--- config.mk ---
export PLATFORM = sky130hd
export DESIGN_NAME = page_translation_fifo_replace_unit
export DESIGN_NICKNAME = d
export VERILOG_FILES = /design/src/ptfr_pkg.sv /design/src/page_translation_fifo_replace_unit.sv /design/src/ptfr_ram.sv
export SDC_FILE = /design/constraint.sdc
export NUM_CORES = 2
export LEC_CHECK = 0
export ABC_CLOCK_PERIOD_IN_PS = 30400
export BUFFER_PORTS_ARGS = -buffer_cell sky130_fd_sc_hd__buf_2
export CAP_MARGIN = 0
export CORE_MARGIN = 8
export CORE_UTILIZATION = 48
export CTS_BUF_LIST = sky130_fd_sc_hd__clkbuf_8
export CTS_CLUSTER_DIAMETER = 120
export DETAILED_ROUTE_END_ITERATION = 8
export GPL_TIMING_DRIVEN = 0
export PLACE_DENSITY_LB_ADDON = 0.08
export SLEW_MARGIN = 20
export SYNTH_ARGS = -nofsm -noshare
export SYNTH_HDL_FRONTEND = slang
export SYNTH_SLANG_ARGS = --single-unit
--- constraint.sdc ---
create_clock -name i_clk -period 30.4 [get_ports i_clk]
set_clock_uncertainty 0.1 [all_clocks]
set_input_delay 3.04 -clock i_clk [delete_from_list [all_inputs] [get_ports i_clk]]
set_output_delay 3.04 -clock i_clk [all_outputs]
set_load 0.1 [all_outputs]
--- src/ptfr_pkg.sv ---
package ptfr_pkg;

    // fixed field widths
    localparam int ADDR_W     = 16;
    localparam int OFFSET_W   = 8;
    localparam int VPAGE_W    = 8;
    localparam int FRAME_NO_W = 8;
    localparam int PHYS_W     = 15;
    localparam int FAULT_W    = 32;

    // default sizes
    localparam int PAGE_COUNT_DEF  = 256;
    localparam int FRAME_COUNT_DEF = 128;

    // virtual page number to table index, one entry per 8-bit page number
    typedef logic [(1 << VPAGE_W)-1:0][VPAGE_W-1:0] t_page_tab;

    // builds the page reduction table by counting, no divider needed
    function automatic t_page_tab f_page_tab(input int pages);
        t_page_tab tab;
        int        r;
        r = 0;
        for (int i = 0; i < (1 << VPAGE_W); i++) begin
            tab[i] = VPAGE_W'(r);
            r = r + 1;
            if (r == pages) begin
                r = 0;
            end
        end
        return tab;
    endfunction

endpackage

--- src/page_translation_fifo_replace_unit.sv ---
// channel  | direction | valid        | stall        | word
// ---------+-----------+--------------+--------------+-------------------------------------
// input    | in        | i_in_valid   | o_in_stall   | i_virt_addr
// output   | out       | o_out_valid  | i_out_stall  | o_phys_addr, o_page_fault, o_evicted,
//          |           |              |              | o_evicted_page, o_fault_total
//
// On acceptance the page table memory and the frame owner memory are read; the
// lookup state then resolves hit, free frame or FIFO victim and, on a miss, writes
// both memories back. One word is in work at a time.
// Reset is synchronous: all page table entries become invalid through per-page
// valid flops, counters clear at once, no clearing pass.
// A new word is taken while a finished result still waits in the output register;
// the lookup holds its memory data until that register is free.
module page_translation_fifo_replace_unit
    import ptfr_pkg::*;
#(
    parameter int PAGE_COUNT  = PAGE_COUNT_DEF,
    parameter int FRAME_COUNT = FRAME_COUNT_DEF
) (
    input  logic                i_clk,
    input  logic                i_rst_n,
    input  logic                i_in_valid,
    output logic                o_in_stall,
    input  logic [ADDR_W-1:0]   i_virt_addr,
    output logic                o_out_valid,
    input  logic                i_out_stall,
    output logic [PHYS_W-1:0]   o_phys_addr,
    output logic                o_page_fault,
    output logic                o_evicted,
    output logic [VPAGE_W-1:0]  o_evicted_page,
    output logic [FAULT_W-1:0]  o_fault_total
);

    localparam int PAGE_W  = (PAGE_COUNT > 1) ? $clog2(PAGE_COUNT) : 1;
    localparam int FRAME_W = (FRAME_COUNT > 1) ? $clog2(FRAME_COUNT) : 1;
    localparam int FU_W    = $clog2(FRAME_COUNT + 1);
    localparam t_page_tab PageTab = f_page_tab(PAGE_COUNT);

    typedef enum logic [0:0] {
        S_IDLE,
        S_LOOK
    } t_state;

    t_state                r_state;
    logic [PAGE_COUNT-1:0] r_valid;
    logic [FU_W-1:0]       r_frames_used;
    logic [FRAME_W-1:0]    r_victim;
    logic [FAULT_W-1:0]    r_faults;
    logic [PAGE_W-1:0]     r_page;
    logic [OFFSET_W-1:0]   r_offset;
    logic                  r_hit;
    logic                  r_out_valid;
    logic [PHYS_W-1:0]     r_phys;
    logic                  r_fault;
    logic                  r_evicted;
    logic [VPAGE_W-1:0]    r_ev_page;

    logic                  in_accept;
    logic                  finish;
    logic                  full;
    logic                  evict;
    logic [PAGE_W-1:0]     page_idx;
    logic [FRAME_W-1:0]    pm_rdata;
    logic [PAGE_W-1:0]     owner_rdata;
    logic [FRAME_W-1:0]    n_frame;
    logic [FRAME_NO_W-1:0] frame8;
    logic [FAULT_W-1:0]    n_faults;
    logic [FRAME_W-1:0]    n_victim;
    logic [PAGE_COUNT-1:0] n_valid;

    // handshake
    assign in_accept  = i_in_valid && (r_state == S_IDLE);
    assign o_in_stall = (r_state != S_IDLE);
    assign finish     = (r_state == S_LOOK) && (!r_out_valid || !i_out_stall);

    // page number reduced to the table range
    assign page_idx = PageTab[i_virt_addr[ADDR_W-1:OFFSET_W]][PAGE_W-1:0];

    // hit, free frame or fifo victim
    always_comb begin
        full     = (r_frames_used == FU_W'(FRAME_COUNT));
        evict    = !r_hit && full;
        if (r_hit) begin
            n_frame = pm_rdata;
        end else if (full) begin
            n_frame = r_victim;
        end else begin
            n_frame = r_frames_used[FRAME_W-1:0];
        end
        frame8   = FRAME_NO_W'(n_frame);
        n_faults = r_hit ? r_faults : r_faults + 1'b1;
        n_victim = (r_victim == FRAME_W'(FRAME_COUNT - 1)) ? '0 : r_victim + 1'b1;
    end

    // table valid bits after a fault: drop the evicted page, mark the new one
    always_comb begin
        n_valid = r_valid;
        if (evict) begin
            n_valid[owner_rdata] = 1'b0;
        end
        n_valid[r_page] = 1'b1;
    end

    // page table: frame number per page
    ptfr_ram #(
        .WIDTH (FRAME_W),
        .DEPTH (PAGE_COUNT)
    ) u_page_map (
        .i_clk   (i_clk),
        .i_we    (finish && !r_hit),
        .i_waddr (r_page),
        .i_wdata (n_frame),
        .i_re    (in_accept),
        .i_raddr (page_idx),
        .o_rdata (pm_rdata)
    );

    // page held by each frame
    ptfr_ram #(
        .WIDTH (PAGE_W),
        .DEPTH (FRAME_COUNT)
    ) u_frame_owner (
        .i_clk   (i_clk),
        .i_we    (finish && !r_hit),
        .i_waddr (n_frame),
        .i_wdata (r_page),
        .i_re    (in_accept),
        .i_raddr (r_victim),
        .o_rdata (owner_rdata)
    );

    // state, table valid bits, counters and output register
    always_ff @(posedge i_clk) begin
        if (!i_rst_n) begin
            r_state       <= S_IDLE;
            r_valid       <= '0;
            r_frames_used <= '0;
            r_victim      <= '0;
            r_faults      <= '0;
            r_out_valid   <= 1'b0;
        end else begin
            if (o_out_valid && !i_out_stall && !finish) begin
                r_out_valid <= 1'b0;
            end
            unique case (r_state)
                S_IDLE: begin
                    if (in_accept) begin
                        r_page   <= page_idx;
                        r_offset <= i_virt_addr[OFFSET_W-1:0];
                        r_hit    <= r_valid[page_idx];
                        r_state  <= S_LOOK;
                    end
                end
                S_LOOK: begin
                    if (finish) begin
                        if (!r_hit) begin
                            if (evict) begin
                                r_victim <= n_victim;
                            end else begin
                                r_frames_used <= r_frames_used + 1'b1;
                            end
                            r_valid  <= n_valid;
                            r_faults <= n_faults;
                        end
                        r_phys      <= PHYS_W'({frame8, r_offset});
                        r_fault     <= !r_hit;
                        r_evicted   <= evict;
                        r_ev_page   <= evict ? VPAGE_W'(owner_rdata) : '0;
                        r_out_valid <= 1'b1;
                        r_state     <= S_IDLE;
                    end
                end
                default: r_state <= S_IDLE;
            endcase
        end
    end

    assign o_out_valid    = r_out_valid;
    assign o_phys_addr    = r_phys;
    assign o_page_fault   = r_fault;
    assign o_evicted      = r_evicted;
    assign o_evicted_page = r_ev_page;
    assign o_fault_total  = r_faults;

    // a result only appears at the end of a lookup
    a_out_after_look: assert property (@(posedge i_clk) disable iff (!i_rst_n)
        $rose(o_out_valid) |-> $past(r_state == S_LOOK))
        else $error("result raised without a lookup");

    // fill count never passes the frame count
    a_fill_bound: assert property (@(posedge i_clk) disable iff (!i_rst_n)
        r_frames_used <= FU_W'(FRAME_COUNT))
        else $error("fill count beyond frame count");

    // an eviction is always part of a fault
    a_evict_fault: assert property (@(posedge i_clk) disable iff (!i_rst_n)
        o_out_valid && o_evicted |-> o_page_fault)
        else $error("eviction without fault");

    // victim pointer moves only once all frames are filled
    a_victim_full: assert property (@(posedge i_clk) disable iff (!i_rst_n)
        r_victim != $past(r_victim) |-> $past(full))
        else $error("victim pointer moved before frames filled");

endmodule

--- src/ptfr_ram.sv ---
module ptfr_ram #(
    parameter int WIDTH = 8,
    parameter int DEPTH = 256,
    localparam int AW = (DEPTH > 1) ? $clog2(DEPTH) : 1
) (
    input  logic             i_clk,
    input  logic             i_we,
    input  logic [AW-1:0]    i_waddr,
    input  logic [WIDTH-1:0] i_wdata,
    input  logic             i_re,
    input  logic [AW-1:0]    i_raddr,
    output logic [WIDTH-1:0] o_rdata
);

    logic [WIDTH-1:0] r_mem [DEPTH];
    logic [WIDTH-1:0] r_rdata;

    // one write port, one registered read port
    always_ff @(posedge i_clk) begin
        if (i_we) begin
            r_mem[i_waddr] <= i_wdata;
        end
        if (i_re) begin
            r_rdata <= r_mem[i_raddr];
        end
    end

    assign o_rdata = r_rdata;

endmodule

== Word-level counts from Yosys, hierarchy flattened ==
Memory sizes are Yosys's and may differ from the RTL's. A register that Yosys moved wholly into a read port is not among the register bits.
Cells that the tools add are included.

* Register bits: 347
* Memory bits (writable): 2816
* Memory bits (read-only): 2048
* Logic and storage cells: 70
* Memories: 3

{| class="wikitable"
|+ Memories
! name !! words !! bits a word !! rd ports !! clocked after memory_dff !! wr ports !! line !! RTL
|-
| (name not given) || 256 || 8 || 1 || 0 || 0 || page_translation_fifo_replace_unit.sv:77 || <nowiki>assign page_idx = PageTab[i_virt_addr[ADDR_W-1:OFFSET_W]][PAGE_W-1:0];</nowiki>
|-
| u_page_map.r_mem || 256 || 7 || 1 || 1 || 1 || ptfr_ram.sv:15 || <nowiki>logic [WIDTH-1:0] r_mem [DEPTH];</nowiki>
|-
| u_frame_owner.r_mem || 128 || 8 || 1 || 1 || 1 || ptfr_ram.sv:15 ||
|}

* $add $sub $neg: 3
* $lt $le $gt $ge: 6
* Eq/ne operators: 2
* Mux-type cells: 19
* Bitwise logic cells: 6
* Reductions and logical operators: 18

{| class="wikitable"
|+ Operator list
! kind !! number
|-
| 256-bit AND || 1
|-
| 256-bit two-way mux || 1
|-
| 256-bit inverter || 1
|-
| 256-bit bitwise OR || 1
|-
| 8-bit by 9-bit < comparator with 1-bit output, second input constant || 4
|-
| 32-bit by 1-bit adder with 32-bit output, second input constant || 1
|-
| 7-bit two-way mux || 3
|-
| 1-bit demux with 8-bit select || 2
|-
| 8-bit by 1-bit greater-or-equal comparator with 1-bit output, second input constant || 2
|-
| 1-bit two-way mux || 10
|-
| 3-bit AND reduction || 3
|-
| 8-bit by 1-bit adder with 8-bit output, second input constant || 1
|-
| 1-bit binary-select mux with 8-bit select || 1
|-
| 8-bit equality test, second input constant || 1
|-
| 1-bit logical AND || 8
|-
| 8-bit two-way mux || 1
|-
| 4-bit AND reduction || 2
|-
| 7-bit by 1-bit adder with 7-bit output, second input constant || 1
|-
| 7-bit equality test, second input constant || 1
|-
| 1-bit zero test || 4
|-
| 1-bit inverter || 3
|-
| 1-bit case mux with 2 select lines || 1
|-
| 1-bit logical OR || 1
|}

== Logic depth before layout (Yosys ltp) ==
* Depth in word-level cells: 8
* Mapped depth: 11
* Mapped depth without buffers: 8

== Cells and area by module ==
From an unflattened synthesis, not the netlist that was laid out.

* Cells, all modules: 6811
* Area total of the unflattened synthesis: 126137.2 um^2

{| class="wikitable"
|+ By module, submodules not included
! module !! instances !! cells each !! area each (um^2) !! sequential area each (um^2)
|-
| ptfr_ram (u_page_map) || 1 || 3381 || 70267.4 || 54021.8
|-
| ptfr_ram (u_frame_owner) || 1 || 1635 || 39745.6 || 30989.7
|-
| page_translation_fifo_replace_unit || 1 || 1795 || 16124.2 || 7367.1
|}

== Worst setup path after synthesis ==
OpenSTA, ideal clock, no wires.

* Path type: reg-to-reg
* From: register r_frames_used[0]
* To: memory u_frame_owner.r_mem[104][0] (enable)
* Setup time: 0.301 ns
* Arrival: 13.235 ns
* Required time: 29.999 ns
* Setup slack: 16.764 ns
* Stages on the path, launching flop included: 11
* Buffers on the path: 2
* Cells stage by stage: dfxtp_1 inv_1 ha_1 nor4b_2 buf_2 a31oi_1 o21ai_0 nor2_1 nand2_1 buf_2 nor2_1

* Word-level cells in the longest chain between the ends: 3

{| class="wikitable"
|+ Ends and longest elaborated chain
! item !! line !! RTL
|-
| start, declared || page_translation_fifo_replace_unit.sv:46 || <nowiki>logic [FU_W-1:0] r_frames_used;</nowiki>
|-
| start signal, assigned || page_translation_fifo_replace_unit.sv:160 || <nowiki>r_frames_used <= r_frames_used + 1'b1;</nowiki>
|-
| 8-bit equality test || page_translation_fifo_replace_unit.sv:81 || <nowiki>full = (r_frames_used == FU_W'(FRAME_COUNT));</nowiki>
|-
| 7-bit two-way mux || page_translation_fifo_replace_unit.sv:85 || <nowiki>end else if (full) begin</nowiki>
|-
| 7-bit two-way mux || page_translation_fifo_replace_unit.sv:83 || <nowiki>if (r_hit) begin</nowiki>
|-
| via n_frame[2] || page_translation_fifo_replace_unit.sv:65 || <nowiki>logic [FRAME_W-1:0] n_frame;</nowiki>
|-
| end, declared || ptfr_ram.sv:15 ||
|}

The timed path passes the listed nets, and every way through them passes these cells.

== Worst setup path after layout ==
* From: input port i_virt_addr[10]
* To: register u_page_map.r_rdata[3] (netlist: u_page_map.o_rdata[3]), read port of u_page_map.r_mem (data pin)

* Word-level cells in the longest chain between the ends: 2

{| class="wikitable"
|+ Ends and longest elaborated chain
! item !! line !! RTL
|-
| start, declared || page_translation_fifo_replace_unit.sv:24 || <nowiki>input logic [ADDR_W-1:0] i_virt_addr,</nowiki>
|-
| memory read 256 x 8 bit || - ||
|-
| 8-bit two-way mux (not written as such) || page_translation_fifo_replace_unit.sv:77 ||
|-
| end, declared || ptfr_ram.sv:16 || <nowiki>logic [WIDTH-1:0] r_rdata;</nowiki>
|}

No other way between the ends. The select of a mux whose other input is x is not followed.
A chain may end at the register's enable or synchronous reset.

==> flow_metrics.env <==
export IMPL_status="completed"
export IMPL_hp_class="flop to flop"
export IMPL_finalCritPeriodShare_pct=23.6
export IMPL_worstPathCellList="buf_2 > buf_2 > inv_1 > buf_2 > nor2_2 > clkbuf_1 > a22oi_1 > a21oi_1 > nor4_2 > buf_4 > nor4_1"
export IMPL_post_drt_wl_per_cell_um=39.4
export IMPL_syn_nets=6804
export IMPL_layout_cells_non_filler=11400
export IMPL_synth_area_um2=124000
export IMPL_pin_count=79
export IMPL_vias=73200
export IMPL_ir_worst_vdd_mv=0.0442
export IMPL_num_rows=187
export IMPL_clk_pin_slew_ns=0.06
export IMPL_slowest_stage="nor4_1"
export IMPL_cts_tree="yes"
export IMPL_async_reset_ff_share_pct=0
export IMPL_final_hold_viol_count=0
export IMPL_drive_gt1_share_pct=24.0
export IMPL_track_usage_pct=31.7
export IMPL_cts_repair_resized=0
export IMPL_die_w_um=525
export IMPL_synth_edff_count=2873
export IMPL_avgSynthCellArea_um2=18.3
export IMPL_cpPeakStageDelay_ns=0.96
export IMPL_start_util_pct=48.1
export IMPL_synth_distinct_cells=73
export IMPL_dpl_cell_area_um2=132000
export IMPL_drt_iter0_markers=10700
export IMPL_power_leakage_nw=47.8
export IMPL_grt_max_degree=41
export IMPL_ctsHoldBuffers=0
export IMPL_final_common_cell="edfxtp_1"
export IMPL_rsz0062_at_grt="no"
export IMPL_cts_htree_levels=6
export IMPL_place_inst=10400
export IMPL_dp_hpwl_um=318000
export IMPL_coreArea_um2=259000
export IMPL_drt_met1_wl_um=170000
export IMPL_worstPathRequired_ns=31.11
export IMPL_cts_root_buf="clkbuf_8"
export IMPL_seqCellArea_um2=92400
export IMPL_clock_path_buffers=4
export IMPL_critical_path_class="primary input to flop"
export IMPL_ys_seq_area_share_pct=74.3
export IMPL_die_y_um=525
export IMPL_crit_arrival_ns=7.90
export IMPL_wirelength_um=448000
export IMPL_final_net_count=7576
export IMPL_clock_latency_ns=1.20
export IMPL_finalSetupViolations=0
export IMPL_cts_buffers=537
export IMPL_final_antenna_net_count=0
export IMPL_slew_headroom_pct=8.82
export IMPL_postCtsSetupBuffers=0
export IMPL_overflow=0
export IMPL_syn_to_final_growth_pct=14.3
export IMPL_ys_seq_elements=3178
export IMPL_routed_wl_met3_um=45200
export IMPL_cap_viol_max_count=0
export IMPL_grt_pass1_wl_um=603000
export IMPL_drc=0
export IMPL_worstPathMaxFanout=11
export IMPL_worst_path_most_repeated_cell="buf_2"
export IMPL_grt_antenna_before_repair=28
export IMPL_first_pass_iters=6
export IMPL_power_density_nw_per_um2=61.9
export IMPL_ys_flop_type="edfxtp_1"
export IMPL_die_area_um2=276000
export IMPL_gp_congestion=0.996
export IMPL_end_kind="flop"
export IMPL_dp_slack_ns=22.23
export IMPL_finalCriticalPeriod_ns=7.18
export IMPL_drv_slew=0
export IMPL_max_freq_mhz=139
export IMPL_dr_max_layer_used="met5"
export IMPL_cts_sinks=3178
export IMPL_nFillCells=20400
export IMPL_final_cell_mix="edfxtp_1 (2873), mux4_2 (692), clkbuf_8 (575)"
export IMPL_worstMarginPinSlew_ns=1.37
export IMPL_setup_tns_ns=0
export IMPL_multi_input_area_um2=29200
export IMPL_routed_via_density=6.43
export IMPL_synthCells=6780
export IMPL_worstSetupStartpointType="primary input"
export IMPL_route_met2_wl_um=202000
export IMPL_portBuffers=78
export IMPL_yosysWarnings=0
export IMPL_setup_ws_ns=23.22
export IMPL_grt_pass1_vias=72000
export IMPL_design_area_um2=142000
-- metrics by stage --
step                      power (W)  hold WS (ns)  utilization (%)
final                       0.00879         0.316             55.0
after global routing        0.00901         0.327             54.9
after CTS                   0.00881         0.318             54.9
after detailed placement    0.00533         0.307             51.2
after global placement      0.00535         0.301             49.9
after floorplan             0.00511         0.300                -
-- final cells by class --
class | count | area share, %
Multi-Input combinational cell | 2937 | 20.5
Tap cell | 3402 | 3.00
Sequential cell | 3178 | 65.0
Clock buffer | 575 | 5.57
Inverter | 267 | 0.705
Buffer | 398 | 1.50
Antenna cell | 20 | 0.0352
Clock inverter | 372 | 1.22
Timing Repair Buffer | 233 | 2.42
-- per-layer routing --
metal	track usage [%]	up-vias
li1	-	28900
met5	0	-
met3	8.31	1200
met1	41.4	38400
met2	48.5	4645
met4	17.7	12
-- cells in the mapped netlist (22+ instances only) --
master	n	area, um^2
edfxtp_1	2873	86300
a22o_1	32	280
nand3_1	50	250
a221oi_1	49	429
nand2b_1	22	138
dfxtp_1	305	6110
buf_4	42	315
a22oi_1	118	886
a21oi_1	365	1830
o22ai_1	55	344
nor2b_1	22	138
mux2i_1	234	2340
nand2_1	388	1460
buf_1	33	124
nor2_1	234	878
nand4_1	23	144
buf_2	118	591
o21ai_0	299	1500
nor3_1	47	235
mux4_2	692	15600
clkbuf_1	176	661
o221ai_1	49	429
inv_1	266	998
o211ai_1	24	180
-- kinds of logic after synthesis --
family	count (synthesis)	synth area share (%)
compound gates	1066	5.20
xor+xnor	37	0.261
fa+ha+maj	4	0.0402
buf+inv	665	2.46
flops	3178	74.3
mux	932	14.5
simple gates	898	3.29
-- where the power goes --
| group | internal (W) | total (W) | switching (W) |
|---|---|---|---|
| Sequential | 0.00478 | 0.00478 | 0.00000545 |
| Clock | 0.00176 | 0.00354 | 0.00178 |
| Combinational | 0.000134 | 0.000469 | 0.000335 |
-- path summary, 6_finish.rpt --
check                   start                    endpoint  slack [ns]  cells after the start
max reg2reg  r_frames_used[0]  u_frame_owner.r_mem[84][7]       25.43                      9
min reg2reg       r_offset[2]              o_phys_addr[2]        0.32                      0
max           i_virt_addr[10]       u_page_map.o_rdata[3]       23.22                     11
min               r_offset[2]              o_phys_addr[2]        0.32                      0
-- critical path, delay by kind of cell --
family / cells / cell delay, ns
buffers and inverters: 6 / 2.29
AO/OA/AOI/OAI: 2 / 0.64
AND/OR/NAND/NOR: 3 / 1.87
-- state kept, by name, summed over array words and instances (netlist names) --
register	count
o_evicted	1
o_in_stall	1
r_hit	1
o_fault_total	32
o_evicted_page	8
r_frames_used	8
u_frame_owner.o_rdata	8
o_out_valid	1
r_victim	7
r_offset	8
o_page_fault	1
o_phys_addr	15
u_frame_owner.r_mem	1024
r_page	8
u_page_map.r_mem	1792
r_valid	256
u_page_map.o_rdata	7
No activity file was read; power rests on OpenSTA's default activity.
